`config.mk`:
```
export PLATFORM = sky130hd
export DESIGN_NAME = audio_processor_command_serializer_unit
export DESIGN_NICKNAME = d
export VERILOG_FILES = /design/src/sv/apcs_pkg.sv /design/src/sv/apcs_front.sv /design/src/sv/apcs_queue.sv /design/src/sv/apcs_back.sv /design/src/sv/audio_processor_command_serializer_unit.sv
export SDC_FILE = /design/constraint.sdc
export NUM_CORES = 1
export LEC_CHECK = 0
export BUFFER_PORTS_ARGS = -buffer_cell sky130_fd_sc_hd__buf_2
export CAP_MARGIN = 20
export CORE_ASPECT_RATIO = 0.8
export CORE_MARGIN = 10
export CORE_UTILIZATION = 48
export CTS_CLUSTER_DIAMETER = 80
export DETAILED_ROUTE_END_ITERATION = 8
export GPL_ROUTABILITY_DRIVEN = 0
export MAX_ROUTING_LAYER = met4
export PLACE_DENSITY = 0.84
export SYNTH_ARGS = -nofsm -noshare
export SYNTH_HDL_FRONTEND = slang
export SYNTH_SLANG_ARGS = --single-unit
```
`constraint.sdc`:
```
create_clock -name clock -period 1.8 [get_ports clock]
set_input_delay 0.09 -clock clock [delete_from_list [all_inputs] [get_ports clock]]
set_output_delay 0.09 -clock clock [all_outputs]
set_load 0.05 [all_outputs]
```
`src/sv/apcs_pkg.sv`:
```
package apcs_pkg;

   localparam int WORD_BITS   = 16;
   localparam int SLOT_W      = 5;
   localparam int QUEUE_DEPTH = 2;

   localparam logic [7:0]  ATTEN_MAX = 8'd89;
   localparam logic [7:0]  SEL_MAX   = 8'd3;
   localparam logic [7:0]  GAIN_MAX  = 8'd6;
   localparam logic [15:0] MUTE_WORD = 16'hFFFE;

   typedef enum logic [1:0] {
      FUNC_VOLUME = 2'd0,
      FUNC_INPUT  = 2'd1,
      FUNC_TONE   = 2'd2,
      FUNC_MUTE   = 2'd3
   } func_type;

   typedef struct packed {
      logic empty;
      logic full;
   } queue_status_type;

   // clamp a signed attenuation to 0..89
   function automatic logic [6:0] clamp_atten(input logic signed [7:0] v);
      logic [6:0] r;
      if (v[7]) begin
         r = 7'd0;
      end else if (v > $signed(ATTEN_MAX)) begin
         r = ATTEN_MAX[6:0];
      end else begin
         r = v[6:0];
      end
      return r;
   endfunction

   // saturate to -15..15, then sign-magnitude with bit 4 marking positive
   function automatic logic [4:0] sign_mag(input logic signed [4:0] v);
      logic [4:0] r;
      logic [4:0] neg;
      neg = -v;
      if (v == 5'sb10000) begin
         r = 5'd15;
      end else if (!v[4] && (v != 5'sd0)) begin
         r = {1'b1, v[3:0]};
      end else begin
         r = {1'b0, neg[3:0]};
      end
      return r;
   endfunction

endpackage

```
`src/sv/apcs_front.sv`:
```
module apcs_front
   import apcs_pkg::*;
(
   input  logic [1:0]           func,
   input  logic signed [7:0]    left_attenuation,
   input  logic signed [7:0]    right_attenuation,
   input  logic [7:0]           input_select,
   input  logic [7:0]           input_gain,
   input  logic                 tone_enable,
   input  logic signed [4:0]    bass_level,
   input  logic signed [4:0]    treble_level,
   output logic [WORD_BITS-1:0] word
);

   logic [6:0] left_c;
   logic [6:0] right_c;
   logic [1:0] sel_c;
   logic [2:0] gain_c;
   logic [4:0] bass_sm;
   logic [4:0] treble_sm;

   always_comb begin
      left_c    = clamp_atten(left_attenuation);
      right_c   = clamp_atten(right_attenuation);
      sel_c     = (input_select > SEL_MAX) ? SEL_MAX[1:0] : input_select[1:0];
      gain_c    = (input_gain > GAIN_MAX) ? GAIN_MAX[2:0] : input_gain[2:0];
      bass_sm   = sign_mag(bass_level);
      treble_sm = sign_mag(treble_level);
   end

   always_comb begin
      unique case (func_type'(func))
         FUNC_VOLUME: begin
            word = {right_c, left_c, 2'b10};
         end
         FUNC_INPUT: begin
            word = {1'b0, sel_c, gain_c, tone_enable, 9'd0};
         end
         FUNC_TONE: begin
            word = {bass_sm, treble_sm, 5'd0, 1'b1};
         end
         FUNC_MUTE: begin
            word = MUTE_WORD;
         end
         default: begin
            word = MUTE_WORD;
         end
      endcase
   end

endmodule

```
`src/sv/apcs_queue.sv`:
```
module apcs_queue
   import apcs_pkg::*;
#(
   parameter int DEPTH = QUEUE_DEPTH
)
(
   input  logic                    clock,
   input  logic                    reset,
   input  logic                    push,
   input  logic [WORD_BITS-1:0]    push_word,
   input  logic                    pop,
   output logic [WORD_BITS-1:0]    pop_word,
   output queue_status_type        status
);

   localparam int PTR_W = (DEPTH > 1) ? $clog2(DEPTH) : 1;
   localparam int CNT_W = $clog2(DEPTH + 1);
   localparam logic [PTR_W-1:0] LAST_PTR = PTR_W'(DEPTH - 1);
   localparam logic [CNT_W-1:0] FULL_CNT = CNT_W'(DEPTH);

   logic [WORD_BITS-1:0] data_ff [DEPTH];
   logic [PTR_W-1:0]     wr_ptr_ff;
   logic [PTR_W-1:0]     wr_ptr_in;
   logic [PTR_W-1:0]     rd_ptr_ff;
   logic [PTR_W-1:0]     rd_ptr_in;
   logic [CNT_W-1:0]     count_ff;
   logic [CNT_W-1:0]     count_in;

   assign status.empty = (count_ff == '0);
   assign status.full  = (count_ff == FULL_CNT);
   assign pop_word     = data_ff[rd_ptr_ff];

   always_comb begin
      wr_ptr_in = wr_ptr_ff;
      rd_ptr_in = rd_ptr_ff;
      count_in  = count_ff;
      if (push) begin
         wr_ptr_in = (wr_ptr_ff == LAST_PTR) ? '0 : wr_ptr_ff + 1'b1;
      end
      if (pop) begin
         rd_ptr_in = (rd_ptr_ff == LAST_PTR) ? '0 : rd_ptr_ff + 1'b1;
      end
      if (push && !pop) begin
         count_in = count_ff + 1'b1;
      end else if (pop && !push) begin
         count_in = count_ff - 1'b1;
      end
   end

   always_ff @(posedge clock) begin
      if (reset) begin
         wr_ptr_ff <= '0;
         rd_ptr_ff <= '0;
         count_ff  <= '0;
      end else begin
         wr_ptr_ff <= wr_ptr_in;
         rd_ptr_ff <= rd_ptr_in;
         count_ff  <= count_in;
      end
   end

   always_ff @(posedge clock) begin
      if (push) begin
         data_ff[wr_ptr_ff] <= push_word;
      end
   end

endmodule

```
`src/sv/apcs_back.sv`:
```
module apcs_back
   import apcs_pkg::*;
(
   input  logic                 clock,
   input  logic                 reset,
   input  queue_status_type     q_status,
   input  logic [WORD_BITS-1:0] q_word,
   output logic                 q_pop,
   output logic                 rsp_valid,
   input  logic                 rsp_stall,
   output logic [WORD_BITS-1:0] rsp_command_word,
   output logic                 rsp_data_at_rise,
   output logic                 rsp_data_at_fall,
   output logic                 rsp_latch_slot,
   output logic                 rsp_last
);

   localparam logic [SLOT_W-1:0] LATCH_SLOT = SLOT_W'(WORD_BITS);
   localparam logic [SLOT_W-1:0] FINAL_BIT  = SLOT_W'(WORD_BITS - 1);

   logic                 busy_ff;
   logic                 busy_in;
   logic [WORD_BITS-1:0] word_ff;
   logic [WORD_BITS-1:0] word_in;
   logic [SLOT_W-1:0]    slot_ff;
   logic [SLOT_W-1:0]    slot_in;
   logic                 advance;
   logic                 at_latch;
   logic [3:0]           bit_idx;

   assign at_latch = (slot_ff == LATCH_SLOT);
   assign advance  = busy_ff && !rsp_stall;
   assign q_pop    = !q_status.empty && (!busy_ff || (advance && at_latch));
   assign bit_idx  = 4'(FINAL_BIT - slot_ff);

   always_comb begin
      busy_in = busy_ff;
      word_in = word_ff;
      slot_in = slot_ff;
      if (q_pop) begin
         busy_in = 1'b1;
         word_in = q_word;
         slot_in = '0;
      end else if (advance) begin
         if (at_latch) begin
            busy_in = 1'b0;
         end else begin
            slot_in = slot_ff + 1'b1;
         end
      end
   end

   always_ff @(posedge clock) begin
      if (reset) begin
         busy_ff <= 1'b0;
         slot_ff <= '0;
      end else begin
         busy_ff <= busy_in;
         slot_ff <= slot_in;
      end
   end

   always_ff @(posedge clock) begin
      word_ff <= word_in;
   end

   assign rsp_valid        = busy_ff;
   assign rsp_command_word = word_ff;
   assign rsp_data_at_rise = !at_latch && word_ff[bit_idx];
   assign rsp_data_at_fall = (slot_ff == FINAL_BIT);
   assign rsp_latch_slot   = at_latch;
   assign rsp_last         = at_latch;

endmodule

```
`src/sv/audio_processor_command_serializer_unit.sv`:
```
// channel   direction  payload
// req_      in         func, attenuations, input select/gain, tone enable, bass, treble
// rsp_      out        command word, data at rise/fall, latch slot, last
//
// Each request yields 17 responses: 16 bit slots MSB first, then one latch slot.
// Words go out back to back, paced by the back end slot counter and by rsp_stall.
// A request is accepted whenever the word queue has room, also while responses stall.
// Reset is synchronous and empties the queue and the serializer.
module audio_processor_command_serializer_unit
   import apcs_pkg::*;
#(
   parameter int QUEUE_DEPTH_P = QUEUE_DEPTH
)
(
   input  logic                 clock,
   input  logic                 reset,
   input  logic                 req_valid,
   output logic                 req_stall,
   input  logic [1:0]           req_func,
   input  logic signed [7:0]    req_left_attenuation,
   input  logic signed [7:0]    req_right_attenuation,
   input  logic [7:0]           req_input_select,
   input  logic [7:0]           req_input_gain,
   input  logic                 req_tone_enable,
   input  logic signed [4:0]    req_bass_level,
   input  logic signed [4:0]    req_treble_level,
   output logic                 rsp_valid,
   input  logic                 rsp_stall,
   output logic [WORD_BITS-1:0] rsp_command_word,
   output logic                 rsp_data_at_rise,
   output logic                 rsp_data_at_fall,
   output logic                 rsp_latch_slot,
   output logic                 rsp_last
);

   logic [WORD_BITS-1:0] front_word;
   logic [WORD_BITS-1:0] q_word;
   logic                 q_pop;
   logic                 q_push;
   queue_status_type     q_status;

   assign req_stall = q_status.full;
   assign q_push    = req_valid && !q_status.full;

   apcs_front u_front (
      .func              (req_func),
      .left_attenuation  (req_left_attenuation),
      .right_attenuation (req_right_attenuation),
      .input_select      (req_input_select),
      .input_gain        (req_input_gain),
      .tone_enable       (req_tone_enable),
      .bass_level        (req_bass_level),
      .treble_level      (req_treble_level),
      .word              (front_word)
   );

   apcs_queue #(
      .DEPTH (QUEUE_DEPTH_P)
   ) u_queue (
      .clock     (clock),
      .reset     (reset),
      .push      (q_push),
      .push_word (front_word),
      .pop       (q_pop),
      .pop_word  (q_word),
      .status    (q_status)
   );

   apcs_back u_back (
      .clock            (clock),
      .reset            (reset),
      .q_status         (q_status),
      .q_word           (q_word),
      .q_pop            (q_pop),
      .rsp_valid        (rsp_valid),
      .rsp_stall        (rsp_stall),
      .rsp_command_word (rsp_command_word),
      .rsp_data_at_rise (rsp_data_at_rise),
      .rsp_data_at_fall (rsp_data_at_fall),
      .rsp_latch_slot   (rsp_latch_slot),
      .rsp_last         (rsp_last)
   );

endmodule
```
* Word-level counts from Yosys, hierarchy flattened
Memory sizes are Yosys's and may differ from the RTL's. A register that Yosys moved wholly into a read port is not among the register bits.
Index checks and enable logic that the tools add are counted.
** Storage, ports and cells
- Register bits :: 10
- Memory bits (writable) :: 32
- Bits of input ports :: 49
- Output and inout port bits :: 22
- Logic and storage cells :: 79
- Memories :: 1
** Memories
- u_queue.data_ff :: depth 2, width 16, rd ports 1, clocked after memory_dff 1, wr ports 1, line apcs_queue.sv:21 : logic [WORD_BITS-1:0] data_ff [DEPTH];
** Operators by class
- Add/sub/neg operators :: 8
- Magnitude comparators :: 5
- Equality and inequality tests :: 8
- Muxes and demuxes :: 22
- Bitwise logic cells :: 1
- Reduce and logical (&&, ||, !) cells :: 29
** Operator list (count)
- 16-bit one-hot mux with 4 select lines :: 1
- 7-bit two-way mux :: 4
- 5-bit two-way mux :: 4
- 8-bit > comparator (second input constant) :: 2
- 5-bit equality test (second input constant) :: 3
- 5-bit nonzero test :: 2
- 1-bit logical AND :: 9
- 1-bit zero test :: 9
- 8-bit by 2-bit > comparator with 1-bit output (second input constant) :: 1
- 8-bit by 3-bit > comparator with 1-bit output (second input constant) :: 1
- 1-bit two-way mux :: 8
- 4-bit negation :: 2
- 2-bit equality test (second input constant) :: 3
- 2-bit two-way mux :: 3
- 2-bit nonzero test :: 3
- 5-bit by 1-bit adder with 5-bit output (second input constant) :: 1
- 5-bit by 4-bit equality test with 1-bit output (second input constant) :: 1
- 4-bit by 5-bit less-than comparator with 1-bit output (second input constant) :: 1
- 1-bit binary-select mux with 4-bit select :: 1
- 2-bit zero test :: 2
- 2-bit AND reduction :: 2
- 4-bit subtractor (first input constant) :: 1
- 3-bit two-way mux :: 1
- 1-bit adder (second input constant) :: 2
- other kinds (6) :: 6

* Logic depth before layout (Yosys ltp)
Gate-level depths: netlist of run 1.
- Depth in word-level cells :: 8
- Mapped depth :: 10
- Depth with buffers taken out :: 9

* Hierarchy
From an unflattened synthesis of run 1, not the netlist that was laid out.
** Unflattened totals
- Cells, all modules :: 249
- Area total of the unflattened synthesis :: 3044.2 um^2
** By module, submodules not included
- apcs_queue :: times used 1, cells an instance 72, area each 1361.3 um^2, seq. area each 1061.0 um^2
- apcs_back :: times used 1, cells an instance 69, area each 988.4 um^2, seq. area each 600.6 um^2
- apcs_front :: times used 1, cells an instance 107, area each 680.7 um^2, seq. area each 0.0 um^2
- audio_processor_command_serializer_unit :: times used 1, cells an instance 1, area each 13.8 um^2, seq. area each 0.0 um^2

* Worst setup path before layout of run 1
OpenSTA, ideal clock, no wires.
- Path type :: register -> output
- Start point :: register u_back.slot_ff[0]
- End point :: output port rsp_data_at_rise
- Data arrival time :: 2.098 ns
- Required time :: 1.710 ns
- Path slack :: -0.388 ns
- Cell stages (with the launch flop) :: 9
- Buffers on the path :: 1
- Cell sequence :: dfxtp_1 > buf_6 > inv_1 > ha_1 > nand4bb_4 > inv_1 > nor2_1 > a221oi_2 > a21oi_1
** On the way
- Longest elaborated chain between the ends :: 4
- Elaborated cells on any way between the ends :: 6
- Those cells by class :: add/sub: 1; eq/ne: 1; mux: 2; reduce/logical: 2
** Ends and longest elaborated chain
- start, declared :: line apcs_back.sv:25 : logic [SLOT_W-1:0] slot_ff;
- start signal, assigned :: line apcs_back.sv:59 : slot_ff <= slot_in;
- 4-bit subtractor :: line apcs_back.sv:34 : assign bit_idx = 4'(FINAL_BIT - slot_ff);
- via u_back.bit_idx[0] :: line apcs_back.sv:29 : logic [3:0] bit_idx;
- 1-bit binary-select mux with 4-bit select :: line apcs_back.sv:69 : assign rsp_data_at_rise = !at_latch && word_ff[bit_idx];
- 1-bit two-way mux (implied by the code) :: line apcs_back.sv:69
- 1-bit logical AND :: line apcs_back.sv:69
- end, declared :: line audio_processor_command_serializer_unit.sv:30 : output logic rsp_data_at_rise,
The timed path passes the listed nets, and every way through them passes these cells. The select of a mux whose other input is x is not followed.

* Worst setup path after layout of run 1
- Start point :: register u_back.slot_ff[0]
- End point :: output port rsp_data_at_rise
** On the way
- Longest elaborated chain between the ends :: 4
- Elaborated cells on any way between the ends :: 6
- Those cells by class :: add/sub: 1; eq/ne: 1; mux: 2; reduce/logical: 2
** Ends and longest elaborated chain (line)
- 4-bit subtractor :: apcs_back.sv:34
- 1-bit binary-select mux with 4-bit select :: apcs_back.sv:69
- 1-bit two-way mux (implied by the code) :: apcs_back.sv:69
- 1-bit logical AND * :: apcs_back.sv:69
Mark *: on every way between the ends. The rest lies on a longest branch, timed or not. The select of a mux whose other input is x is not followed.

==> impl_metrics.xml, run 1 <==
<?xml version="1.0" encoding="UTF-8"?>
<metrics>
  <group name="yosys">
    <metric name="synthArstFlopShare" unit="%">0</metric>
    <metric name="post_synth_mux_area_share" unit="%">9.86</metric>
    <metric name="basic_gate_share_of_the_synthesized_area_counting_and_or_nand_and_nor_cells" unit="%">13.0</metric>
    <metric name="synth_area_leader_cell" unit="">sky130_fd_sc_hd__edfxtp_1</metric>
    <metric name="top_reg_cell_synth" unit="">sky130_fd_sc_hd__edfxtp_1</metric>
    <metric name="synth_area" unit="um^2">3000</metric>
    <metric name="yosys.cell_count.top_type" unit="">sky130_fd_sc_hd__edfxtp_1</metric>
    <metric name="ys_top_cells_by_count" unit="">sky130_fd_sc_hd__edfxtp_1, sky130_fd_sc_hd__nor2_1, sky130_fd_sc_hd__inv_1, sky130_fd_sc_hd__o21ai_0, sky130_fd_sc_hd__mux2_2</metric>
    <metric name="synth_seq_cells" unit="">58</metric>
    <metric name="compound_cell_area_share_of_the_yosys_netlist" unit="%">12.7</metric>
    <metric name="synthTopCellsByArea" unit="">sky130_fd_sc_hd__edfxtp_1, sky130_fd_sc_hd__dfxtp_1, sky130_fd_sc_hd__mux2_2</metric>
    <metric name="synthesis.nets" unit="">308</metric>
    <metric name="synth-edff-count" unit="">48</metric>
    <metric name="yosysWarningCount" unit="">0</metric>
    <metric name="synth_xor_xnor_area_share" unit="%">1.75</metric>
    <metric name="syn_area_per_cell" unit="um^2">12.0</metric>
    <metric name="yosys.cell_types.count" unit="">51</metric>
    <metric name="synthCells" unit="">249</metric>
    <metric name="synth_top_family_by_area" unit="">simple AND/OR/NAND/NOR gates</metric>
    <metric name="synth_top_area_share" unit="%">48.1</metric>
    <metric name="synth_fa_ha_area_share" unit="%">4.18</metric>
    <metric name="synth_sequential_area_ratio" unit="%">54.8</metric>
  </group>
  <group name="cts">
    <metric name="clock-root-buffer" unit="">sky130_fd_sc_hd__clkbuf_8</metric>
    <metric name="maximum_root_to_sink_buffer_count" unit="">2</metric>
    <metric name="number_of_buffers_inserted_during_clock_tree_synthesis" unit="">9</metric>
    <metric name="clock-sinks" unit="">58</metric>
    <metric name="clk_pin_slew_worst_paths" unit="ns">0.06</metric>
    <metric name="cts_tree" unit="">built</metric>
    <metric name="cts-htree-levels" unit="">3</metric>
    <metric name="worstSkewPairLatency" unit="ns">0.33</metric>
  </group>
  <group name="timing">
    <metric name="grt_setup_unrepaired" unit="">true</metric>
    <metric name="layout_skew" unit="ns">0.00852</metric>
    <metric name="worst_pin_slew" unit="ns">0.464</metric>
    <metric name="fin_ws" unit="ns">-0.122</metric>
    <metric name="report.final.slew_viol_count" unit="">0</metric>
    <metric name="final_period_minus_worst_setup_slack" unit="ns">1.92</metric>
    <metric name="highest_attainable_clock_frequency" unit="MHz">520</metric>
    <metric name="final_number_of_setup_violating_endpoints" unit="">1</metric>
    <metric name="final.period_utilization" unit="%">107</metric>
    <metric name="hold_viol" unit="">0</metric>
    <metric name="worst_slew_margin_rel" unit="%">68.9</metric>
  </group>
  <group name="placed_design">
    <metric name="dp.final_hpwl" unit="um">5310</metric>
    <metric name="port_buffers" unit="">70</metric>
    <metric name="dpl.cell_count" unit="">406</metric>
    <metric name="place_area" unit="um^2">3560</metric>
  </group>
  <group name="critical_path">
    <metric name="timing.critical_path.fanout_max" unit="">3</metric>
    <metric name="worst-endpoint-arrival" unit="ns">1.83</metric>
    <metric name="crit_top_cell" unit="">sky130_fd_sc_hd__buf_6</metric>
    <metric name="list_of_cells_traversed_by_the_critical_path" unit="">buf_6 &gt; mux4_2 &gt; a221oi_2 &gt; a21oi_2 &gt; buf_6</metric>
    <metric name="r2r-start" unit="">u_back.slot_ff[0]$_SDFFE_PP0P_</metric>
    <metric name="r2r_slack" unit="ns">0.07</metric>
    <metric name="cp_data_required_time" unit="ns">1.71</metric>
    <metric name="crit_path_max_incr_delay" unit="ns">0.50</metric>
    <metric name="critical_path.startpoint_type" unit="">register</metric>
    <metric name="launching_instance_or_port_of_the_critical_path" unit="">u_back.slot_ff[0]$_SDFFE_PP0P_</metric>
    <metric name="timing.setup.critical_path_class" unit="">reg2out</metric>
    <metric name="critical_path.n_buffers_inverters" unit="">2</metric>
    <metric name="rr_worst_depth" unit="">9</metric>
    <metric name="critical_path.slowest_cell" unit="">sky130_fd_sc_hd__mux4_2</metric>
    <metric name="critical_path.reg2reg.endpoint" unit="">u_queue.count_ff[1]$_SDFFE_PP0P_</metric>
    <metric name="critical_path.top_delay_family" unit="">multiplexers</metric>
    <metric name="critical_path_depth" unit="">5</metric>
    <metric name="crit_path_end" unit="">rsp_data_at_rise</metric>
    <metric name="end_kind" unit="">output pin</metric>
  </group>
  <group name="floorplanning">
    <metric name="core_area" unit="um^2">5970</metric>
    <metric name="initial_utilization" unit="%">50.1</metric>
    <metric name="fp-row-count" unit="">25</metric>
    <metric name="io_pins" unit="">71</metric>
    <metric name="die_w" unit="um">108</metric>
    <metric name="die-area" unit="um^2">9820</metric>
    <metric name="dieHeight" unit="um">90.7</metric>
  </group>
  <group name="final_layout">
    <metric name="area_delta_synth_final" unit="%">26.0</metric>
    <metric name="register_area" unit="um^2">1650</metric>
    <metric name="final_core_util" unit="%">63.2</metric>
    <metric name="antenna-diode-count" unit="">0</metric>
    <metric name="final_cell_area" unit="um^2">3770</metric>
    <metric name="layout-drive-gt1-share" unit="%">39.4</metric>
    <metric name="multi_input_area" unit="um^2">1300</metric>
    <metric name="fillers" unit="">486</metric>
    <metric name="finalNonFillerCells" unit="">424</metric>
    <metric name="fin_nets" unit="">397</metric>
  </group>
  <group name="detailed_routing">
    <metric name="routed_wire_length_per_instance" unit="um">16.3</metric>
    <metric name="wirelength" unit="um">6920</metric>
    <metric name="detailedRoute.firstIterationViolations" unit="">81</metric>
    <metric name="drt_pass1_iterations" unit="">5</metric>
    <metric name="route.vias.total" unit="">2268</metric>
    <metric name="vias_per_cell" unit="">5.35</metric>
    <metric name="drc" unit="">0</metric>
    <metric name="drtAntennaViolNets" unit="">0</metric>
  </group>
  <group name="run_status">
    <metric name="failed_checks" unit="">negative setup slack</metric>
    <metric name="status" unit="">finished, violations left</metric>
  </group>
  <group name="power_and_ir_drop">
    <metric name="clockPowerShare" unit="%">19.6</metric>
    <metric name="power_report.internal_total" unit="mW">3.12</metric>
    <metric name="pwr_density_cell" unit="nW/um^2">1360</metric>
    <metric name="worst_ir_drop_vdd" unit="mV">0.459</metric>
    <metric name="static_leakage" unit="nW">1.53</metric>
    <metric name="sw_frac_of_total" unit="%">39.1</metric>
    <metric name="flop_pwr_share" unit="%">40.4</metric>
    <metric name="finalPower" unit="mW">5.12</metric>
    <metric name="power.share.combinational" unit="%">40.0</metric>
    <metric name="p_switching" unit="mW">2.00</metric>
  </group>
  <group name="worst_hold_path">
    <metric name="hold_path_class" unit="">in2reg</metric>
  </group>
  <group name="global_route">
    <metric name="grt_overflow_total" unit="">0</metric>
    <metric name="antenna_found_initial" unit="">0</metric>
    <metric name="global_route.usage.total" unit="%">14.3</metric>
    <metric name="global_route_wire_length_before_repair" unit="um">11000</metric>
    <metric name="maximum_number_of_pins_on_one_net_before_global_route_repair" unit="">18</metric>
    <metric name="first_global_vias" unit="">2381</metric>
  </group>
  <group name="job">
    <metric name="maxCapViolCount" unit="">0</metric>
  </group>
</metrics>
power groups by stage:
| stage | sequential [mW] | clock (mW) | combinational, mW |
|---|---|---|---|
| floorplan | 2.54 | 0 | 0.931 |
| global placement | 2.08 | 0 | 1.94 |
| detailed placement | 2.10 | 0 | 1.97 |
| CTS | 2.07 | 1.04 | 2.02 |
| global route | 2.11 | 1.09 | 2.20 |
| finish | 2.07 | 1.00 | 2.05 |
stage by stage:
step / TNS (ns) / setup slack [ns] / hold slack (ns)
2_1_floorplan: -0.0200 / -0.0146 / 0.159
3_3_place_gp: 0 / 0.115 / 0.341
3_5_place_dp: 0 / 0.0431 / 0.354
4_1_cts: -0.138 / -0.138 / 0.0802
5_1_grt: -0.183 / -0.183 / 0.108
6_report: -0.122 / -0.122 / 0.101
logic make-up (layout without fill, tap and decap cells):
| group | Yosys count | count (layout) |
|---|---|---|
| and+or+nand+nor | 69 | 69 |
| AOI/OAI and AO/OA | 58 | 58 |
| DFF | 58 | 58 |
| buffers and inverters | 25 | 119 |
| muxes | 23 | 23 |
| adders and majority gates | 10 | 10 |
| xor gates and xnor gates | 6 | 6 |
timing repair:
action | 4_1_cts | 5_1_grt
pin swaps | 1 | 3
endpoints found under the setup margin | 1 | 2
setup buffers | 0 | 1
endpoints found under the hold margin | 3 | 0
hold buffers | 1 | 0
gates resized for setup | 7 | 3
cell type report:
type                            instances  area share [%]
Clock buffer                            9            3.28
Clock inverter                          7            1.19
Tap cell                               81            2.69
Inverter                               17            1.76
Sequential cell                        58            43.6
Timing Repair Buffer                   86            13.1
Multi-Input combinational cell        166            34.4
how the worst min path moves through the flow:
stage	from	end	slack (ns)	cells after the start
2_1_floorplan	reset	u_back.rsp_valid$_SDFFE_PP0P_	0.16	1
3_3_place_gp	reset	u_queue.count_ff[1]$_SDFFE_PP0P_	0.34	2
3_5_place_dp	reset	u_queue.count_ff[1]$_SDFFE_PP0P_	0.35	2
4_1_cts	req_left_attenuation[2]	u_queue.data_ff[0][4]$_DFFE_PP_	0.08	2
5_1_grt	req_left_attenuation[2]	u_queue.data_ff[1][4]$_DFFE_PP_	0.11	2
6_report	req_left_attenuation[2]	u_queue.data_ff[1][4]$_DFFE_PP_	0.10	2
registers in the layout (all words and copies together), names as in the netlist:
register and count:
u_queue.wr_ptr_ff 1, u_queue.data_ff 32, u_back.rsp_valid 1, u_queue.rd_ptr_ff 1
u_back.rsp_command_word 16, u_back.slot_ff 5, u_queue.count_ff 2
layout by cell type (no fill, tap or decap), types with 3 or more instances in the layout:
master                       Yosys  routed
sky130_fd_sc_hd__edfxtp_1       48      48
sky130_fd_sc_hd__a21oi_1        12      10
sky130_fd_sc_hd__clkinvlp_4      0       3
sky130_fd_sc_hd__a21o_1          3       3
sky130_fd_sc_hd__mux2_2         16      16
sky130_fd_sc_hd__dfxtp_1        10       9
sky130_fd_sc_hd__nor2_1         19      19
sky130_fd_sc_hd__xor2_1          5       4
sky130_fd_sc_hd__nor3b_1         4       4
sky130_fd_sc_hd__inv_1          17      15
sky130_fd_sc_hd__nor3_1          3       3
sky130_fd_sc_hd__o31ai_1         3       3
sky130_fd_sc_hd__ha_1           10       8
sky130_fd_sc_hd__nand2b_1        8       8
sky130_fd_sc_hd__nand3_1         5       5
sky130_fd_sc_hd__o21ai_0        17      17
sky130_fd_sc_hd__mux2i_1         4       4
sky130_fd_sc_hd__nand2_1        10       9
sky130_fd_sc_hd__buf_2           4      69
sky130_fd_sc_hd__buf_4           1      13
sky130_fd_sc_hd__o221ai_1        3       3
sky130_fd_sc_hd__nor2b_1         6       6
sky130_fd_sc_hd__clkbuf_8        0       9
routing by layer:
| metal | vias up | track usage, % | part of all wire [%] |
|---|---|---|---|
| met5 | - | - | 0 |
| met4 | 0 | 5.04 | 1.1 |
| met3 | 8 | 4.78 | 6.5 |
| met2 | 89 | 21.3 | 44 |
| met1 | 1057 | 17.8 | 48 |
| li1 | 1114 | - | - |
worst register-to-register path, cell delays in order, from the launching register on:
cell and delay, ns:
sky130_fd_sc_hd__dfxtp_4 0.36, sky130_fd_sc_hd__inv_4 0.07, sky130_fd_sc_hd__ha_4 0.13, sky130_fd_sc_hd__nand4bb_4 0.12, sky130_fd_sc_hd__o21ai_4 0.16, sky130_fd_sc_hd__nand2_2 0.09, sky130_fd_sc_hd__ha_4 0.17, sky130_fd_sc_hd__xor2_2 0.13
sky130_fd_sc_hd__or3_1 0.33, sky130_fd_sc_hd__a21oi_2 0.12
Power figures use the tool's default switching activity.
==> run 2, diff against run 1 <==
--- a/config.mk
+++ b/config.mk
@@ -7,14 +7,16 @@
 export LEC_CHECK = 0
 export BUFFER_PORTS_ARGS = -buffer_cell sky130_fd_sc_hd__buf_2
 export CAP_MARGIN = 20
+export CELL_PAD_IN_SITES_DETAIL_PLACEMENT = 1
+export CELL_PAD_IN_SITES_GLOBAL_PLACEMENT = 1
 export CORE_ASPECT_RATIO = 0.8
 export CORE_MARGIN = 10
-export CORE_UTILIZATION = 48
+export CORE_UTILIZATION = 38
 export CTS_CLUSTER_DIAMETER = 80
 export DETAILED_ROUTE_END_ITERATION = 8
 export GPL_ROUTABILITY_DRIVEN = 0
 export MAX_ROUTING_LAYER = met4
-export PLACE_DENSITY = 0.84
+export PLACE_DENSITY = 0.85
 export SYNTH_ARGS = -nofsm -noshare
 export SYNTH_HDL_FRONTEND = slang
 export SYNTH_SLANG_ARGS = --single-unit
==> impl_metrics.xml, run 2 (same netlist as run 1, synthesis figures left out) <==
<?xml version="1.0" encoding="UTF-8"?>
<metrics>
  <group name="run_status">
    <metric name="status" unit="">finished, violations left</metric>
    <metric name="failed_checks" unit="">negative setup slack</metric>
  </group>
  <group name="floorplanning">
    <metric name="die_w" unit="um">119</metric>
    <metric name="core_area" unit="um^2">7530</metric>
    <metric name="dieHeight" unit="um">99.4</metric>
    <metric name="die-area" unit="um^2">11900</metric>
    <metric name="initial_utilization" unit="%">39.8</metric>
    <metric name="io_pins" unit="">71</metric>
    <metric name="fp-row-count" unit="">28</metric>
  </group>
  <group name="critical_path">
    <metric name="crit_path_max_incr_delay" unit="ns">0.59</metric>
    <metric name="timing.critical_path.fanout_max" unit="">6</metric>
    <metric name="r2r_slack" unit="ns">0.01</metric>
    <metric name="rr_worst_depth" unit="">9</metric>
    <metric name="end_kind" unit="">output pin</metric>
    <metric name="worst-endpoint-arrival" unit="ns">1.79</metric>
    <metric name="list_of_cells_traversed_by_the_critical_path" unit="">mux4_1 &gt; o2111ai_2 &gt; a21oi_2 &gt; buf_6</metric>
    <metric name="timing.setup.critical_path_class" unit="">reg2out</metric>
    <metric name="critical_path.startpoint_type" unit="">register</metric>
    <metric name="critical_path.slowest_cell" unit="">sky130_fd_sc_hd__mux4_1</metric>
    <metric name="cp_data_required_time" unit="ns">1.71</metric>
  </group>
  <group name="timing">
    <metric name="worst_pin_slew" unit="ns">0.489</metric>
    <metric name="fin_ws" unit="ns">-0.0813</metric>
    <metric name="final_number_of_setup_violating_endpoints" unit="">1</metric>
    <metric name="grt_setup_unrepaired" unit="">true</metric>
    <metric name="final_period_minus_worst_setup_slack" unit="ns">1.88</metric>
    <metric name="final.period_utilization" unit="%">105</metric>
    <metric name="setup_total_negative_slack" unit="ns">-0.0813</metric>
    <metric name="hold_viol" unit="">0</metric>
    <metric name="highest_attainable_clock_frequency" unit="MHz">532</metric>
    <metric name="layout_skew" unit="ns">0.00691</metric>
    <metric name="report.final.slew_viol_count" unit="">0</metric>
    <metric name="worst_slew_margin_rel" unit="%">67.2</metric>
  </group>
  <group name="cts">
    <metric name="maximum_root_to_sink_buffer_count" unit="">2</metric>
    <metric name="clock-sinks" unit="">58</metric>
    <metric name="clk_pin_slew_worst_paths" unit="ns">0.07</metric>
    <metric name="worstSkewPairLatency" unit="ns">0.33</metric>
    <metric name="number_of_buffers_inserted_during_clock_tree_synthesis" unit="">9</metric>
    <metric name="cts_tree" unit="">built</metric>
    <metric name="holdBufCountCts" unit="">0</metric>
    <metric name="clock-root-buffer" unit="">sky130_fd_sc_hd__clkbuf_8</metric>
    <metric name="cts-htree-levels" unit="">3</metric>
  </group>
  <group name="final_layout">
    <metric name="top_register" unit="">u_queue.data_ff</metric>
    <metric name="register_area" unit="um^2">1650</metric>
    <metric name="antenna-diode-count" unit="">0</metric>
    <metric name="max_ffs_per_register" unit="">32</metric>
    <metric name="fin_nets" unit="">398</metric>
    <metric name="multi_input_area" unit="um^2">1290</metric>
    <metric name="layout.cells.most_common_list" unit="">sky130_fd_sc_hd__buf_2, sky130_fd_sc_hd__edfxtp_1, sky130_fd_sc_hd__nor2_1</metric>
    <metric name="area_delta_synth_final" unit="%">28.9</metric>
    <metric name="final_common_cell" unit="">sky130_fd_sc_hd__buf_2</metric>
    <metric name="fillers" unit="">842</metric>
    <metric name="finalNonFillerCells" unit="">448</metric>
    <metric name="layout-drive-gt1-share" unit="%">39.4</metric>
  </group>
  <group name="placed_design">
    <metric name="dp.final_hpwl" unit="um">6570</metric>
    <metric name="dpl.cell_count" unit="">430</metric>
    <metric name="port_buffers" unit="">70</metric>
  </group>
  <group name="global_route">
    <metric name="antenna_found_initial" unit="">0</metric>
    <metric name="met1_track_demand_over_resource" unit="%">15.6</metric>
    <metric name="grt_util_met3" unit="%">3.84</metric>
    <metric name="first_global_vias" unit="">2694</metric>
    <metric name="grt.busiest_layer" unit="">met2</metric>
    <metric name="grt_overflow_total" unit="">0</metric>
    <metric name="met2_routing_resource_usage_after_global_routing" unit="%">24.6</metric>
    <metric name="global_route.usage.total" unit="%">14.1</metric>
    <metric name="global_route_wire_length_before_repair" unit="um">13100</metric>
    <metric name="maximum_number_of_pins_on_one_net_before_global_route_repair" unit="">18</metric>
  </group>
  <group name="power_and_ir_drop">
    <metric name="pwr_density_cell" unit="nW/um^2">1440</metric>
    <metric name="worst_ir_drop_vdd" unit="mV">0.791</metric>
    <metric name="static_leakage" unit="nW">1.57</metric>
  </group>
  <group name="job">
    <metric name="maxCapViolCount" unit="">0</metric>
  </group>
  <group name="detailed_routing">
    <metric name="route.vias.total" unit="">2344</metric>
    <metric name="vias_per_cell" unit="">5.23</metric>
    <metric name="drc" unit="">0</metric>
    <metric name="routed_wire_length_per_instance" unit="um">18.4</metric>
    <metric name="drt_pass1_iterations" unit="">4</metric>
    <metric name="detailedRoute.firstIterationViolations" unit="">116</metric>
    <metric name="wirelength" unit="um">8230</metric>
    <metric name="drtAntennaViolNets" unit="">0</metric>
  </group>
  <group name="worst_hold_path">
    <metric name="hold_path_class" unit="">in2reg</metric>
    <metric name="timing.hold.worst_path_depth" unit="">2</metric>
  </group>
</metrics>
run 2: changes by cell type in the layout (fill, tap and decap cells not counted), sizes merged:
cell         delta
bufinv          +3
clkinvlp        -3
buf             +2
dlygate4sd3     -1
inv             -1
run 2: cell type report:
class                      count  area share (%)
clock buffer                   9            3.21
tap                          105            3.40
timing repair buffer          87            13.0
multi-input combinational    166            33.4
sequential                    58            42.6
clock inverter                 6            2.75
inverter                      17            1.72
run 2: worst max-delay path, delay by kind of cell (launching register included):
family / cells / cell delay, ns
compound gates: 2 / 0.29
buf+inv: 1 / 0.16
flops: 1 / 0.41
mux: 1 / 0.59
run 2: final timing paths:
kind,end,start
max,rsp_data_at_rise,u_back.slot_ff[0]$_SDFFE_PP0P_
min,u_queue.count_ff[1]$_SDFFE_PP0P_,reset
max reg2reg,u_queue.count_ff[1]$_SDFFE_PP0P_,u_back.slot_ff[0]$_SDFFE_PP0P_
min reg2reg,u_queue.wr_ptr_ff$_SDFFE_PP0P_,u_queue.wr_ptr_ff$_SDFFE_PP0P_
run 2: routing by layer:
metal	part of all wire [%]	vias to the layer above	routed length, um
li1	-	1113	-
met1	45	1152	3690
met2	50	67	4090
met3	4.0	12	329
met4	1.4	0	116
met5	0	-	0
run 2: where the power goes:
group / switching, mW / internal [mW] / leakage [nW] / total [mW]
Combinational: 1.33 / 0.722 / 0.917 / 2.06
Sequential: 0.193 / 1.90 / 0.538 / 2.09
Clock: 0.498 / 0.904 / 0.114 / 1.40
run 2: what timing repair did:
item,in CTS,in global routing
setup endpoints to repair,3,2
gates cloned,0,0
resized for setup,9,1
setup buffers,2,1
pin swaps,2,2
run 2: stage by stage:
step / power, mW / utilization [%] / setup WS (ns) / cell area, um^2 / hold WS (ns)
floorplan: 3.47 / - / -0.0146 / 3040 / 0.159
global placement: 4.02 / 47.7 / 0.0348 / 3590 / 0.352
detailed placement: 4.12 / 47.7 / -0.0943 / 3590 / 0.365
CTS: 5.58 / 51.1 / -0.106 / 3850 / 0.0153
global route: 5.82 / 51.3 / -0.151 / 3860 / 0.0224
finish: 5.55 / 51.3 / -0.0813 / 3860 / 0.0194
==> run 3, diff against run 2 <==
--- a/config.mk
+++ b/config.mk
@@ -9,7 +9,6 @@
 export CAP_MARGIN = 20
 export CELL_PAD_IN_SITES_DETAIL_PLACEMENT = 1
 export CELL_PAD_IN_SITES_GLOBAL_PLACEMENT = 1
-export CORE_ASPECT_RATIO = 0.8
 export CORE_MARGIN = 10
 export CORE_UTILIZATION = 38
 export CTS_CLUSTER_DIAMETER = 80
==> constraint.sdc (replaced) <==
create_clock -name clock -period 1.8 [get_ports clock]
set_input_delay 0.09 -clock clock [delete_from_list [all_inputs] [get_ports clock]]
set_output_delay 0.09 -clock clock [all_outputs]
set_load 0.02 [all_outputs]
==> impl_metrics.xml, run 3 (same netlist as run 1, synthesis figures left out) <==
<?xml version="1.0" encoding="UTF-8"?>
<metrics>
  <group name="run_status">
    <metric name="status" unit="">finished, violations left</metric>
    <metric name="failed_checks" unit="">negative setup slack</metric>
  </group>
  <group name="power_and_ir_drop">
    <metric name="finalPower" unit="mW">4.86</metric>
    <metric name="worst_ir_drop_vdd" unit="mV">0.418</metric>
    <metric name="static_leakage" unit="nW">1.53</metric>
    <metric name="pwr_density_cell" unit="nW/um^2">1270</metric>
  </group>
  <group name="critical_path">
    <metric name="rr_worst_depth" unit="">9</metric>
    <metric name="critical_path.n_buffers_inverters" unit="">2</metric>
    <metric name="timing.critical_path.fanout_max" unit="">4</metric>
    <metric name="timing.setup.critical_path_class" unit="">reg2out</metric>
    <metric name="cp_data_required_time" unit="ns">1.71</metric>
    <metric name="end_kind" unit="">output pin</metric>
    <metric name="list_of_cells_traversed_by_the_critical_path" unit="">buf_6 &gt; mux4_2 &gt; a221oi_2 &gt; a21oi_1 &gt; buf_4</metric>
    <metric name="critical_path.top_delay_family" unit="">multiplexers</metric>
    <metric name="worst-endpoint-arrival" unit="ns">1.81</metric>
    <metric name="crit_path_max_incr_delay" unit="ns">0.50</metric>
    <metric name="r2r-start" unit="">u_back.slot_ff[0]$_SDFFE_PP0P_</metric>
    <metric name="critical_path.slowest_cell" unit="">sky130_fd_sc_hd__mux4_2</metric>
    <metric name="critical_path.startpoint_type" unit="">register</metric>
    <metric name="critical_path.reg2reg.endpoint" unit="">u_queue.count_ff[1]$_SDFFE_PP0P_</metric>
    <metric name="r2r_slack" unit="ns">0.03</metric>
    <metric name="launching_instance_or_port_of_the_critical_path" unit="">u_back.slot_ff[0]$_SDFFE_PP0P_</metric>
  </group>
  <group name="floorplanning">
    <metric name="die-area" unit="um^2">11800</metric>
    <metric name="dieHeight" unit="um">109</metric>
    <metric name="fp-row-count" unit="">32</metric>
    <metric name="core_area" unit="um^2">7690</metric>
    <metric name="io_pins" unit="">71</metric>
    <metric name="die_w" unit="um">109</metric>
    <metric name="initial_utilization" unit="%">39.0</metric>
  </group>
  <group name="timing">
    <metric name="final_number_of_setup_violating_endpoints" unit="">2</metric>
    <metric name="layout_skew" unit="ns">0.00984</metric>
    <metric name="worst_slew_margin_rel" unit="%">66.1</metric>
    <metric name="grt_setup_unrepaired" unit="">true</metric>
    <metric name="final_period_minus_worst_setup_slack" unit="ns">1.90</metric>
    <metric name="setup_total_negative_slack" unit="ns">-0.137</metric>
    <metric name="fin_ws" unit="ns">-0.104</metric>
    <metric name="hold_viol" unit="">0</metric>
    <metric name="report.final.slew_viol_count" unit="">0</metric>
    <metric name="final.period_utilization" unit="%">106</metric>
    <metric name="fin_hold_ws" unit="ns">0.0897</metric>
    <metric name="worst_pin_slew" unit="ns">0.503</metric>
    <metric name="highest_attainable_clock_frequency" unit="MHz">525</metric>
  </group>
  <group name="detailed_routing">
    <metric name="drc" unit="">0</metric>
    <metric name="route.vias.total" unit="">2279</metric>
    <metric name="drt_pass1_iterations" unit="">4</metric>
    <metric name="routed_wire_length_per_instance" unit="um">17.7</metric>
    <metric name="drtAntennaViolNets" unit="">0</metric>
    <metric name="vias_per_cell" unit="">5.11</metric>
    <metric name="wirelength" unit="um">7880</metric>
    <metric name="detailedRoute.firstIterationViolations" unit="">96</metric>
  </group>
  <group name="global_route">
    <metric name="first_global_vias" unit="">2522</metric>
    <metric name="global_route_wire_length_before_repair" unit="um">12700</metric>
    <metric name="antenna_found_initial" unit="">0</metric>
    <metric name="grt_overflow_total" unit="">0</metric>
    <metric name="maximum_number_of_pins_on_one_net_before_global_route_repair" unit="">18</metric>
    <metric name="global_route.usage.total" unit="%">14.0</metric>
  </group>
  <group name="cts">
    <metric name="number_of_buffers_inserted_during_clock_tree_synthesis" unit="">9</metric>
    <metric name="clock-root-buffer" unit="">sky130_fd_sc_hd__clkbuf_8</metric>
    <metric name="maximum_root_to_sink_buffer_count" unit="">2</metric>
    <metric name="clk_pin_slew_worst_paths" unit="ns">0.06</metric>
    <metric name="clock-sinks" unit="">58</metric>
    <metric name="cts-htree-levels" unit="">3</metric>
    <metric name="worstSkewPairLatency" unit="ns">0.33</metric>
    <metric name="cts_tree" unit="">built</metric>
  </group>
  <group name="final_layout">
    <metric name="antenna-diode-count" unit="">0</metric>
    <metric name="top_register" unit="">u_queue.data_ff</metric>
    <metric name="max_ffs_per_register" unit="">32</metric>
    <metric name="fin_nets" unit="">398</metric>
    <metric name="layout-drive-gt1-share" unit="%">39.5</metric>
    <metric name="layout.cells.most_common_list" unit="">sky130_fd_sc_hd__buf_2, sky130_fd_sc_hd__edfxtp_1, sky130_fd_sc_hd__nor2_1</metric>
    <metric name="finalNonFillerCells" unit="">446</metric>
    <metric name="area_delta_synth_final" unit="%">27.7</metric>
    <metric name="final_common_cell" unit="">sky130_fd_sc_hd__buf_2</metric>
  </group>
  <group name="job">
    <metric name="maxCapViolCount" unit="">0</metric>
  </group>
  <group name="placed_design">
    <metric name="dp.final_hpwl" unit="um">6100</metric>
    <metric name="port_buffers" unit="">70</metric>
    <metric name="dpl.cell_count" unit="">427</metric>
  </group>
  <group name="worst_hold_path">
    <metric name="hold_path_class" unit="">in2reg</metric>
    <metric name="worst_hold_path.endpoint" unit="">u_queue.data_ff[1][4]$_DFFE_PP_</metric>
    <metric name="min-delay-start" unit="">req_left_attenuation[2]</metric>
    <metric name="timing.hold.worst_path_depth" unit="">2</metric>
  </group>
</metrics>
run 3: changes by cell type in the layout (fill, tap and decap cells not counted), moves of 2 or more:
cell                        before  now
sky130_fd_sc_hd__ha_2            0    2
sky130_fd_sc_hd__bufinv_16       3    1
sky130_fd_sc_hd__clkbuf_1        0    3
sky130_fd_sc_hd__ha_1            8    6
run 3: worst max path at each step:
stage / to / slack (ns) / cells past startpoint
after floorplan: u_queue.count_ff[1]$_SDFFE_PP0P_ / -0.005 / 10
after global placement: u_queue.count_ff[1]$_SDFFE_PP0P_ / 0.11 / 9
after detailed placement: u_queue.count_ff[1]$_SDFFE_PP0P_ / -0.02 / 9
after CTS: rsp_data_at_rise / -0.1 / 5
after global routing: rsp_data_at_rise / -0.19 / 5
final: rsp_data_at_rise / -0.10 / 5
run 3: timing repair:
action                     4_1_cts  5_1_grt
cloned                           0        0
buffers inserted                 1        1
hold endpoints to repair         2        0
hold buffers                     1        0
setup endpoints to repair        2        3
gates resized for setup          6       10
pin swaps                        2        2
run 3: per-layer routing:
layer,share of wire [%],GRT usage (%)
met5,0,-
met4,0.89,3.77
met3,4.6,4.07
met2,49,22.9
met1,46,16.6
run 3: cell type report:
type / instances / area, um^2
inverters: 17 / 66.3
multi-input cells: 166 / 1290
clock buffers: 12 / 135
well taps: 102 / 128
fillers: 859 / 3860
clock inverters: 4 / 46.3
flip-flops and latches: 58 / 1650
repair buffers: 87 / 509
run 3: through the flow:
| step | util (%) | cell area (um^2) | worst slack, ns |
|---|---|---|---|
| floorplan | - | 3030 | -0.00523 |
| global route | 49.7 | 3820 | -0.191 |
| global placement | 46.6 | 3580 | 0.105 |
| finish | 49.7 | 3820 | -0.104 |
| CTS | 49.2 | 3780 | -0.0953 |
| detailed placement | 46.6 | 3580 | -0.0158 |
run 3: power by group:
part           switching [mW]  internal, mW
Combinational           0.926         0.723
Sequential              0.207          1.90
Clock                   0.477         0.633
Total                    1.61          3.25
